File: src/design/rgbhsv_pkg.sv
// Shared types and constants for the RGB to HSV pixel pipeline.
package rgbhsv_pkg;

  localparam int unsigned PIX_W    = 8;
  localparam int unsigned DIV_STEPS = 8;

  localparam logic [PIX_W-1:0] HUE_BASE_GREEN = 8'd60;
  localparam logic [PIX_W-1:0] HUE_BASE_BLUE  = 8'd120;
  localparam logic [PIX_W-1:0] HUE_WRAP       = 8'd180;

  // Channel that holds the maximum; red wins ties, then green.
  typedef enum logic [2:0] {
    SEC_RED   = 3'b001,
    SEC_GREEN = 3'b010,
    SEC_BLUE  = 3'b100
  } sector_t;

  typedef struct packed {
    logic [PIX_W-1:0] max_v;
    logic [PIX_W-1:0] min_v;
    logic signed [PIX_W:0] diff;
    sector_t          sector;
  } sort_t;

  // Restoring divider lane: partial remainder, numerator bits still to
  // shift in, quotient bits produced so far.
  typedef struct packed {
    logic [PIX_W-1:0] p;
    logic [PIX_W-1:0] n;
    logic [PIX_W-1:0] q;
  } div_t;

  typedef struct packed {
    div_t             hue_div;
    div_t             sat_div;
    logic [PIX_W-1:0] delta;
    logic [PIX_W-1:0] bright;
    logic             neg;
    sector_t          sector;
  } work_t;

endpackage

File: src/design/rgbhsv_sort.sv
// First stage: channel maximum, minimum, sector and signed hue difference.
module rgbhsv_sort (
  input  logic                              clk,
  input  logic                              rst_n,
  input  logic                              up_valid,
  input  logic [rgbhsv_pkg::PIX_W-1:0]      up_blue,
  input  logic [rgbhsv_pkg::PIX_W-1:0]      up_green,
  input  logic [rgbhsv_pkg::PIX_W-1:0]      up_red,
  output logic                              up_ready,
  output logic                              dn_valid,
  output rgbhsv_pkg::sort_t                 dn_data,
  input  logic                              dn_ready
);

  logic              valid_r;
  rgbhsv_pkg::sort_t data_r;
  rgbhsv_pkg::sort_t data_nxt;

  logic signed [rgbhsv_pkg::PIX_W:0] b_s;
  logic signed [rgbhsv_pkg::PIX_W:0] g_s;
  logic signed [rgbhsv_pkg::PIX_W:0] r_s;

  assign b_s = $signed({1'b0, up_blue});
  assign g_s = $signed({1'b0, up_green});
  assign r_s = $signed({1'b0, up_red});

  always_comb begin
    data_nxt = '0;
    if (up_red >= up_green && up_red >= up_blue) begin
      data_nxt.sector = rgbhsv_pkg::SEC_RED;
      data_nxt.max_v  = up_red;
      data_nxt.diff   = g_s - b_s;
    end else if (up_green >= up_blue) begin
      data_nxt.sector = rgbhsv_pkg::SEC_GREEN;
      data_nxt.max_v  = up_green;
      data_nxt.diff   = b_s - r_s;
    end else begin
      data_nxt.sector = rgbhsv_pkg::SEC_BLUE;
      data_nxt.max_v  = up_blue;
      data_nxt.diff   = r_s - g_s;
    end
    data_nxt.min_v = up_red;
    if (up_green < data_nxt.min_v) data_nxt.min_v = up_green;
    if (up_blue < data_nxt.min_v)  data_nxt.min_v = up_blue;
  end

  assign up_ready = !valid_r || dn_ready;

  always_ff @(posedge clk) begin
    if (!rst_n) begin
      valid_r <= 1'b0;
    end else if (up_ready) begin
      valid_r <= up_valid;
    end
  end

  always_ff @(posedge clk) begin
    if (up_ready && up_valid) begin
      data_r <= data_nxt;
    end
  end

  assign dn_valid = valid_r;
  assign dn_data  = data_r;

endmodule

File: src/design/rgbhsv_prep.sv
// Second stage: delta, hue sign and the two dividend words.
module rgbhsv_prep (
  input  logic                 clk,
  input  logic                 rst_n,
  input  logic                 up_valid,
  input  rgbhsv_pkg::sort_t    up_data,
  output logic                 up_ready,
  output logic                 dn_valid,
  output rgbhsv_pkg::work_t    dn_data,
  input  logic                 dn_ready
);

  logic              valid_r;
  rgbhsv_pkg::work_t data_r;
  rgbhsv_pkg::work_t data_nxt;

  logic [rgbhsv_pkg::PIX_W-1:0]   delta;
  logic                           neg;
  logic [rgbhsv_pkg::PIX_W:0]     diff_u;
  logic [rgbhsv_pkg::PIX_W-1:0]   abs_d;
  logic [2*rgbhsv_pkg::PIX_W-1:0] num_h;
  logic [2*rgbhsv_pkg::PIX_W-1:0] num_s;

  always_comb begin
    delta  = up_data.max_v - up_data.min_v;
    neg    = up_data.diff[rgbhsv_pkg::PIX_W];
    diff_u = neg ? (9'd0 - $unsigned(up_data.diff)) : $unsigned(up_data.diff);
    abs_d  = diff_u[rgbhsv_pkg::PIX_W-1:0];
    // 30*|d| and 255*delta as shift-and-subtract
    num_h  = ({8'd0, abs_d} << 5) - ({8'd0, abs_d} << 1);
    num_s  = {delta, 8'd0} - {8'd0, delta};

    data_nxt            = '0;
    data_nxt.hue_div.p  = num_h[15:8];
    data_nxt.hue_div.n  = num_h[7:0];
    data_nxt.sat_div.p  = num_s[15:8];
    data_nxt.sat_div.n  = num_s[7:0];
    data_nxt.delta      = delta;
    data_nxt.bright     = up_data.max_v;
    data_nxt.neg        = neg;
    data_nxt.sector     = up_data.sector;
  end

  assign up_ready = !valid_r || dn_ready;

  always_ff @(posedge clk) begin
    if (!rst_n) begin
      valid_r <= 1'b0;
    end else if (up_ready) begin
      valid_r <= up_valid;
    end
  end

  always_ff @(posedge clk) begin
    if (up_ready && up_valid) begin
      data_r <= data_nxt;
    end
  end

  assign dn_valid = valid_r;
  assign dn_data  = data_r;

endmodule

File: src/design/rgbhsv_div_step.sv
// One restoring-division step for both the hue and saturation lanes.
module rgbhsv_div_step (
  input  logic                 clk,
  input  logic                 rst_n,
  input  logic                 up_valid,
  input  rgbhsv_pkg::work_t    up_data,
  output logic                 up_ready,
  output logic                 dn_valid,
  output rgbhsv_pkg::work_t    dn_data,
  input  logic                 dn_ready
);

  logic              valid_r;
  rgbhsv_pkg::work_t data_r;
  rgbhsv_pkg::work_t data_nxt;

  function automatic rgbhsv_pkg::div_t div_step(input rgbhsv_pkg::div_t d,
                                                input logic [rgbhsv_pkg::PIX_W-1:0] den);
    rgbhsv_pkg::div_t      r;
    logic [rgbhsv_pkg::PIX_W:0] p_sh;
    logic [rgbhsv_pkg::PIX_W:0] p_sub;
    p_sh  = {d.p, d.n[rgbhsv_pkg::PIX_W-1]};
    p_sub = p_sh - {1'b0, den};
    r.n   = {d.n[rgbhsv_pkg::PIX_W-2:0], 1'b0};
    if (p_sh >= {1'b0, den}) begin
      r.p = p_sub[rgbhsv_pkg::PIX_W-1:0];
      r.q = {d.q[rgbhsv_pkg::PIX_W-2:0], 1'b1};
    end else begin
      r.p = p_sh[rgbhsv_pkg::PIX_W-1:0];
      r.q = {d.q[rgbhsv_pkg::PIX_W-2:0], 1'b0};
    end
    return r;
  endfunction

  always_comb begin
    data_nxt         = up_data;
    data_nxt.hue_div = div_step(up_data.hue_div, up_data.delta);
    data_nxt.sat_div = div_step(up_data.sat_div, up_data.bright);
  end

  assign up_ready = !valid_r || dn_ready;

  always_ff @(posedge clk) begin
    if (!rst_n) begin
      valid_r <= 1'b0;
    end else if (up_ready) begin
      valid_r <= up_valid;
    end
  end

  always_ff @(posedge clk) begin
    if (up_ready && up_valid) begin
      data_r <= data_nxt;
    end
  end

  assign dn_valid = valid_r;
  assign dn_data  = data_r;

  // Partial remainders stay below their divisors.
  a_sat_rem: assert property (@(posedge clk) disable iff (!rst_n)
    valid_r |-> (data_r.bright == '0 || data_r.sat_div.p < data_r.bright))
    else $error("saturation remainder not below max");

  a_hue_rem: assert property (@(posedge clk) disable iff (!rst_n)
    valid_r |-> (data_r.delta == '0 || data_r.hue_div.p < data_r.delta))
    else $error("hue remainder not below delta");

endmodule

File: src/design/rgbhsv_finish.sv
// Last stage: floor correction, hue offset and the output register.
module rgbhsv_finish (
  input  logic                          clk,
  input  logic                          rst_n,
  input  logic                          up_valid,
  input  rgbhsv_pkg::work_t             up_data,
  output logic                          up_ready,
  output logic                          dn_valid,
  output logic [rgbhsv_pkg::PIX_W-1:0]  dn_hue,
  output logic [rgbhsv_pkg::PIX_W-1:0]  dn_saturation,
  output logic [rgbhsv_pkg::PIX_W-1:0]  dn_brightness,
  input  logic                          dn_ready
);

  logic                         valid_r;
  logic [rgbhsv_pkg::PIX_W-1:0] hue_r;
  logic [rgbhsv_pkg::PIX_W-1:0] sat_r;
  logic [rgbhsv_pkg::PIX_W-1:0] bright_r;
  logic [rgbhsv_pkg::PIX_W-1:0] hue_nxt;
  logic [rgbhsv_pkg::PIX_W-1:0] sat_nxt;
  logic [rgbhsv_pkg::PIX_W-1:0] mag;
  logic [rgbhsv_pkg::PIX_W-1:0] base;

  always_comb begin
    // Negative quotients round away from zero: add one on a nonzero remainder.
    mag = up_data.hue_div.q;
    if (up_data.neg && up_data.hue_div.p != '0) begin
      mag = up_data.hue_div.q + 8'd1;
    end
    unique case (up_data.sector)
      rgbhsv_pkg::SEC_RED:   base = up_data.neg ? rgbhsv_pkg::HUE_WRAP : '0;
      rgbhsv_pkg::SEC_GREEN: base = rgbhsv_pkg::HUE_BASE_GREEN;
      rgbhsv_pkg::SEC_BLUE:  base = rgbhsv_pkg::HUE_BASE_BLUE;
      default:               base = '0;
    endcase
    if (up_data.delta == '0) begin
      hue_nxt = '0;
    end else if (up_data.neg) begin
      hue_nxt = base - mag;
    end else begin
      hue_nxt = base + mag;
    end
    sat_nxt = (up_data.bright == '0) ? '0 : up_data.sat_div.q;
  end

  assign up_ready = !valid_r || dn_ready;

  always_ff @(posedge clk) begin
    if (!rst_n) begin
      valid_r <= 1'b0;
    end else if (up_ready) begin
      valid_r <= up_valid;
    end
  end

  always_ff @(posedge clk) begin
    if (up_ready && up_valid) begin
      hue_r    <= hue_nxt;
      sat_r    <= sat_nxt;
      bright_r <= up_data.bright;
    end
  end

  assign dn_valid      = valid_r;
  assign dn_hue        = hue_r;
  assign dn_saturation = sat_r;
  assign dn_brightness = bright_r;

endmodule

File: src/design/rgb_to_hsv_8bit_unit.sv
// Pipeline: sort, prep, eight divider steps, finish, each stage one
//   register.
// Throughput: one pixel per cycle while out_stall is low; the eight-step restoring divider is fully
//   pipelined, one quotient bit per stage for both hue and saturation.
// Reset: synchronous active-low rst_n clears every stage valid bit; data
//   registers are not reset.
module rgb_to_hsv_8bit_unit (
  input  logic                          clk,
  input  logic                          rst_n,
  input  logic                          in_valid,
  output logic                          in_stall,
  input  logic [rgbhsv_pkg::PIX_W-1:0]  in_blue,
  input  logic [rgbhsv_pkg::PIX_W-1:0]  in_green,
  input  logic [rgbhsv_pkg::PIX_W-1:0]  in_red,
  output logic                          out_valid,
  input  logic                          out_stall,
  output logic [rgbhsv_pkg::PIX_W-1:0]  out_hue,
  output logic [rgbhsv_pkg::PIX_W-1:0]  out_saturation,
  output logic [rgbhsv_pkg::PIX_W-1:0]  out_brightness
);

  logic              sort_ready;
  logic              sort_valid;
  rgbhsv_pkg::sort_t sort_data;
  logic              prep_ready;

  logic              step_valid [rgbhsv_pkg::DIV_STEPS+1];
  logic              step_ready [rgbhsv_pkg::DIV_STEPS+1];
  rgbhsv_pkg::work_t step_data  [rgbhsv_pkg::DIV_STEPS+1];

  assign in_stall = !sort_ready;

  rgbhsv_sort u_sort (
    .clk      (clk),
    .rst_n    (rst_n),
    .up_valid (in_valid),
    .up_blue  (in_blue),
    .up_green (in_green),
    .up_red   (in_red),
    .up_ready (sort_ready),
    .dn_valid (sort_valid),
    .dn_data  (sort_data),
    .dn_ready (prep_ready)
  );

  rgbhsv_prep u_prep (
    .clk      (clk),
    .rst_n    (rst_n),
    .up_valid (sort_valid),
    .up_data  (sort_data),
    .up_ready (prep_ready),
    .dn_valid (step_valid[0]),
    .dn_data  (step_data[0]),
    .dn_ready (step_ready[0])
  );

  for (genvar i = 0; i < rgbhsv_pkg::DIV_STEPS; i++) begin : g_div
    rgbhsv_div_step u_step (
      .clk      (clk),
      .rst_n    (rst_n),
      .up_valid (step_valid[i]),
      .up_data  (step_data[i]),
      .up_ready (step_ready[i]),
      .dn_valid (step_valid[i+1]),
      .dn_data  (step_data[i+1]),
      .dn_ready (step_ready[i+1])
    );
  end

  rgbhsv_finish u_finish (
    .clk           (clk),
    .rst_n         (rst_n),
    .up_valid      (step_valid[rgbhsv_pkg::DIV_STEPS]),
    .up_data       (step_data[rgbhsv_pkg::DIV_STEPS]),
    .up_ready      (step_ready[rgbhsv_pkg::DIV_STEPS]),
    .dn_valid      (out_valid),
    .dn_hue        (out_hue),
    .dn_saturation (out_saturation),
    .dn_brightness (out_brightness),
    .dn_ready      (!out_stall)
  );

  a_hue_range: assert property (@(posedge clk) disable iff (!rst_n)
    out_valid |-> out_hue <= 8'd179)
    else $error("hue out of range");

  a_black_sat: assert property (@(posedge clk) disable iff (!rst_n)
    (out_valid && out_brightness == '0) |-> out_saturation == '0)
    else $error("black pixel with nonzero saturation");

  a_gray_hue: assert property (@(posedge clk) disable iff (!rst_n)
    (out_valid && out_saturation == '0) |-> out_hue == '0)
    else $error("gray pixel with nonzero hue");

endmodule

File: config.mk
export PLATFORM = sky130hd
export DESIGN_NAME = rgb_to_hsv_8bit_unit
export DESIGN_NICKNAME = d
export VERILOG_FILES = /design/src/design/rgbhsv_pkg.sv /design/src/design/rgbhsv_sort.sv /design/src/design/rgbhsv_prep.sv /design/src/design/rgbhsv_div_step.sv /design/src/design/rgbhsv_finish.sv /design/src/design/rgb_to_hsv_8bit_unit.sv
export SDC_FILE = /design/constraint.sdc
export NUM_CORES = 1
export LEC_CHECK = 0
export CAP_MARGIN = 10
export CORE_MARGIN = 10
export CORE_UTILIZATION = 54
export DETAILED_ROUTE_END_ITERATION = 10
export DONT_BUFFER_PORTS = 1
export PLACE_DENSITY_LB_ADDON = 0.05
export SLEW_MARGIN = 20
export SYNTH_ARGS = -nofsm -noshare
export SYNTH_HDL_FRONTEND = slang
export SYNTH_SLANG_ARGS = --single-unit
File: constraint.sdc
create_clock -name clk -period 8.3 [get_ports clk]
set_input_delay 1.245 -clock clk [delete_from_list [all_inputs] [get_ports clk]]
set_output_delay 1.245 -clock clk [all_outputs]
set_load 0.05 [all_outputs]
==> metrics.yaml <==
outcome:
  status: "finished, final reports clean"
drt:
  wl_um: 44800
  final_antenna_net_count: 0
  drcViolationCount: 0
  drtPass1Iterations: 5
  vias_per_cell: 5.44
  wl_per_cell_um: 16.7
  vias: 14600
  dr.first_iter.drc_count: 677
clock_tree:
  cts_tree: "yes"
  insertion_delay_ns: 0.59
  cts_buffer_depth: 3
  cts_buffers: 52
  post_cts_buffers: 0
  root_buffer: "clkbuf_16"
  path_clk_slew_ns: 0.06
  cts_hold_buf: 0
  clock_sinks: 505
  cts.repair.resized: 0
  htree_num_levels: 2
timing:
  relSlewSlack_pct: 28.5
  holdWs_ns: 0.413
  fin_crit_ns: 4.43
  max_freq_ghz: 0.225
  finalSetupTns_ns: 0
  post-route-period-util_pct: 53.4
  finalMaxSlewViolations: 0
  rsz0062_at_grt: "no"
  finalHoldViolCount: 0
  setup-violations-final: 0
  worst_pin_slew_ns: 1.07
  fin_skew_ns: 0.0156
  setup_slack_ns: 3.87
critical_path:
  path_max_fanout: 15
  arrival_ns: 4.78
  crit_path_start_kind: "primary input"
  ff2ff_path_depth: 14
  crit_path_end_kind: "flop"
  crit_required_ns: 8.65
  crit_type: "in2reg"
logic_synthesis:
  synth_edf_count: 494
  yosys.area_share.simple_pct: 8.08
  synth_xor_area_share_pct: 3.30
  netlist_area_um2: 25500
  synthTopCellsByArea: "edfxtp_1 (58%), ha_1 (8.9%), inv_1 (3.4%)"
  syn_area_per_cell_um2: 12.9
  synth-seq-cells: 505
  synth_top_family_by_area: "adder cells"
  synth_top_area_cell: "edfxtp_1"
  synth_mux_area_share_pct: 5.22
  syn_inst: 1977
  synth_top_area_share_pct: 58.3
  ys_warn_count: 0
  async_reset_ff_share_pct: 0
  synth_fa_ha_area_share_pct: 10.4
  synth_compound_area_share_pct: 10.3
  synth_cell_types: 67
  synthFlopType: "edfxtp_1"
  synth_nets: 2205
  synth_seq_area_share_pct: 59.1
layout:
  mostFrequentLayoutCell: "edfxtp_1"
  syn_to_final_growth_pct: 10.2
  fill_cells: 3667
  final_nets: 2258
  drive_above_1_share_pct: 6.76
  antenna_cells: 0
  layout_common_cells: "edfxtp_1 (494), inv_1 (230), ha_1 (181)"
global_routing:
  grt.overflow.total: 0
  gr-usage-all-layers_pct: 15.9
  grt_pass1_vias: 14600
  antenna_found_initial: 0
  grt_pass1_wl_um: 73400
  grt_max_degree: 51
place:
  hpwl_um: 33800
  gp_congestion: 0.850
  port_buffers: 0
  pre_cts_ws_ns: 3.25
floorplan:
  die_x_um: 237
  fp-row-count: 79
  start_util_pct: 54.7
  core_um2: 46600
  die_y_um: 237
  io_pins: 54
  die-area_um2: 56200
power:
  powerDensity_nw_per_um2: 224
  ir_drop_v: 0.000196
  p_leak_nw: 10.6
job:
  max_cap_violations: 0
hold_path:
  hold_path.class: "reg2reg"
  hold_depth: 0
-- worst max-delay path, stage by stage --
cell and delay [ns]:
inv_1 0.05, ha_1 0.37, nand4_1 0.25, a21oi_1 0.09, o31a_1 0.36, o22ai_4 0.41, nor2_1 0.07, a21oi_1 0.21
ha_1 0.27, o2111ai_1 0.37, a31oi_1 0.07, a211oi_1 0.41, o31ai_4 0.25, mux2_4 0.34
-- flip-flops by register name (all words and copies together) (netlist names) --
register and cells:
u_finish.dn_valid 1, u_prep.dn_valid 1, g_div.u_step.dn_data 394, u_sort.dn_valid 1, u_sort.dn_data 28, u_finish.dn_brightness 8, u_finish.dn_saturation 8, g_div.u_step.dn_valid 8
u_finish.dn_hue 8, u_prep.dn_data 48
-- layout make-up --
| type | count | area, um^2 | share of cell area [%] |
|---|---|---|---|
| Sequential cell | 505 | 15100 | 53.7 |
| Clock buffer | 64 | 1390 | 4.95 |
| Clock inverter | 31 | 304 | 1.08 |
| Tap cell | 607 | 759 | 2.71 |
| Inverter | 232 | 871 | 3.10 |
| Timing Repair Buffer | 12 | 90.1 | 0.321 |
| Multi-Input combinational cell | 1227 | 9580 | 34.2 |
-- routing by layer --
layer,global-route usage [%],share of wire (%)
met1,19.4,44
met2,27.2,48
met3,3.43,4.8
met4,6.14,3.2
met5,0,0
-- kinds of logic (layout without fill, tap and decap cells) --
group,after synthesis,in the layout
xor gates and xnor gates,96,96
muxes,123,123
and+or+nand+nor,418,418
buffers and inverters,245,339
AOI/OAI and AO/OA,390,390
adders and majority gates,200,200
DFF,505,505
-- stage by stage --
step | total power, mW | util (%) | std cells | instance area [um^2]
final | 6.28 | 60.2 | 2678 | 28000
after global routing | 6.58 | 60.2 | 2678 | 28000
after CTS | 6.35 | 60.2 | 2678 | 28000
after detailed placement | 4.04 | 56.6 | 2583 | 26400
after global placement | 4.02 | 56.6 | 2583 | 26400
after floorplan | 3.79 | - | 1977 | 25500
-- synthesized netlist by cell type (all sizes together), types with 2 or more instances --
master	instances
xor2	37
and3	4
o41ai	2
nor4	7
a211oi	33
ha	181
a21boi	46
nand4bb	2
mux2i	48
or2	5
or3	3
nand2	60
dfxtp	11
o21bai	3
a21oi	81
nand2b	25
fa	19
o21a	46
nor2	169
o211ai	4
and2	16
a31oi	4
o31a	8
o22ai	3
nor2b	57
o311a	3
and4	2
xnor2	59
clkbuf	13
or4	8
edfxtp	494
nand3	8
nand3b	3
inv	232
a21o	29
nor3	9
o31ai	20
nand4	36
mux2	75
o21ai	96
-- path summary, 6_finish.rpt --
| check | start | to | slack [ns] |
|---|---|---|---|
| worst max-delay path | in_green[3] | u_sort.dn_data[12] | 3.87 |
| worst min-delay path | g_div[2].u_step.dn_data[0] | g_div[3].u_step.dn_data[0] | 0.41 |
| worst max register to register | g_div[7].u_step.dn_data[67] | u_finish.dn_hue[6] | 4.42 |
| worst min register to register | g_div[2].u_step.dn_data[0] | g_div[3].u_step.dn_data[0] | 0.41 |
-- power breakdown --
part / internal [mW] / switching (mW) / total [mW]
Combinational: 0.402 / 0.536 / 0.938
Clock: 1.37 / 0.924 / 2.29
Sequential: 2.97 / 0.0767 / 3.05
No activity file was read; power rests on OpenSTA's default activity.
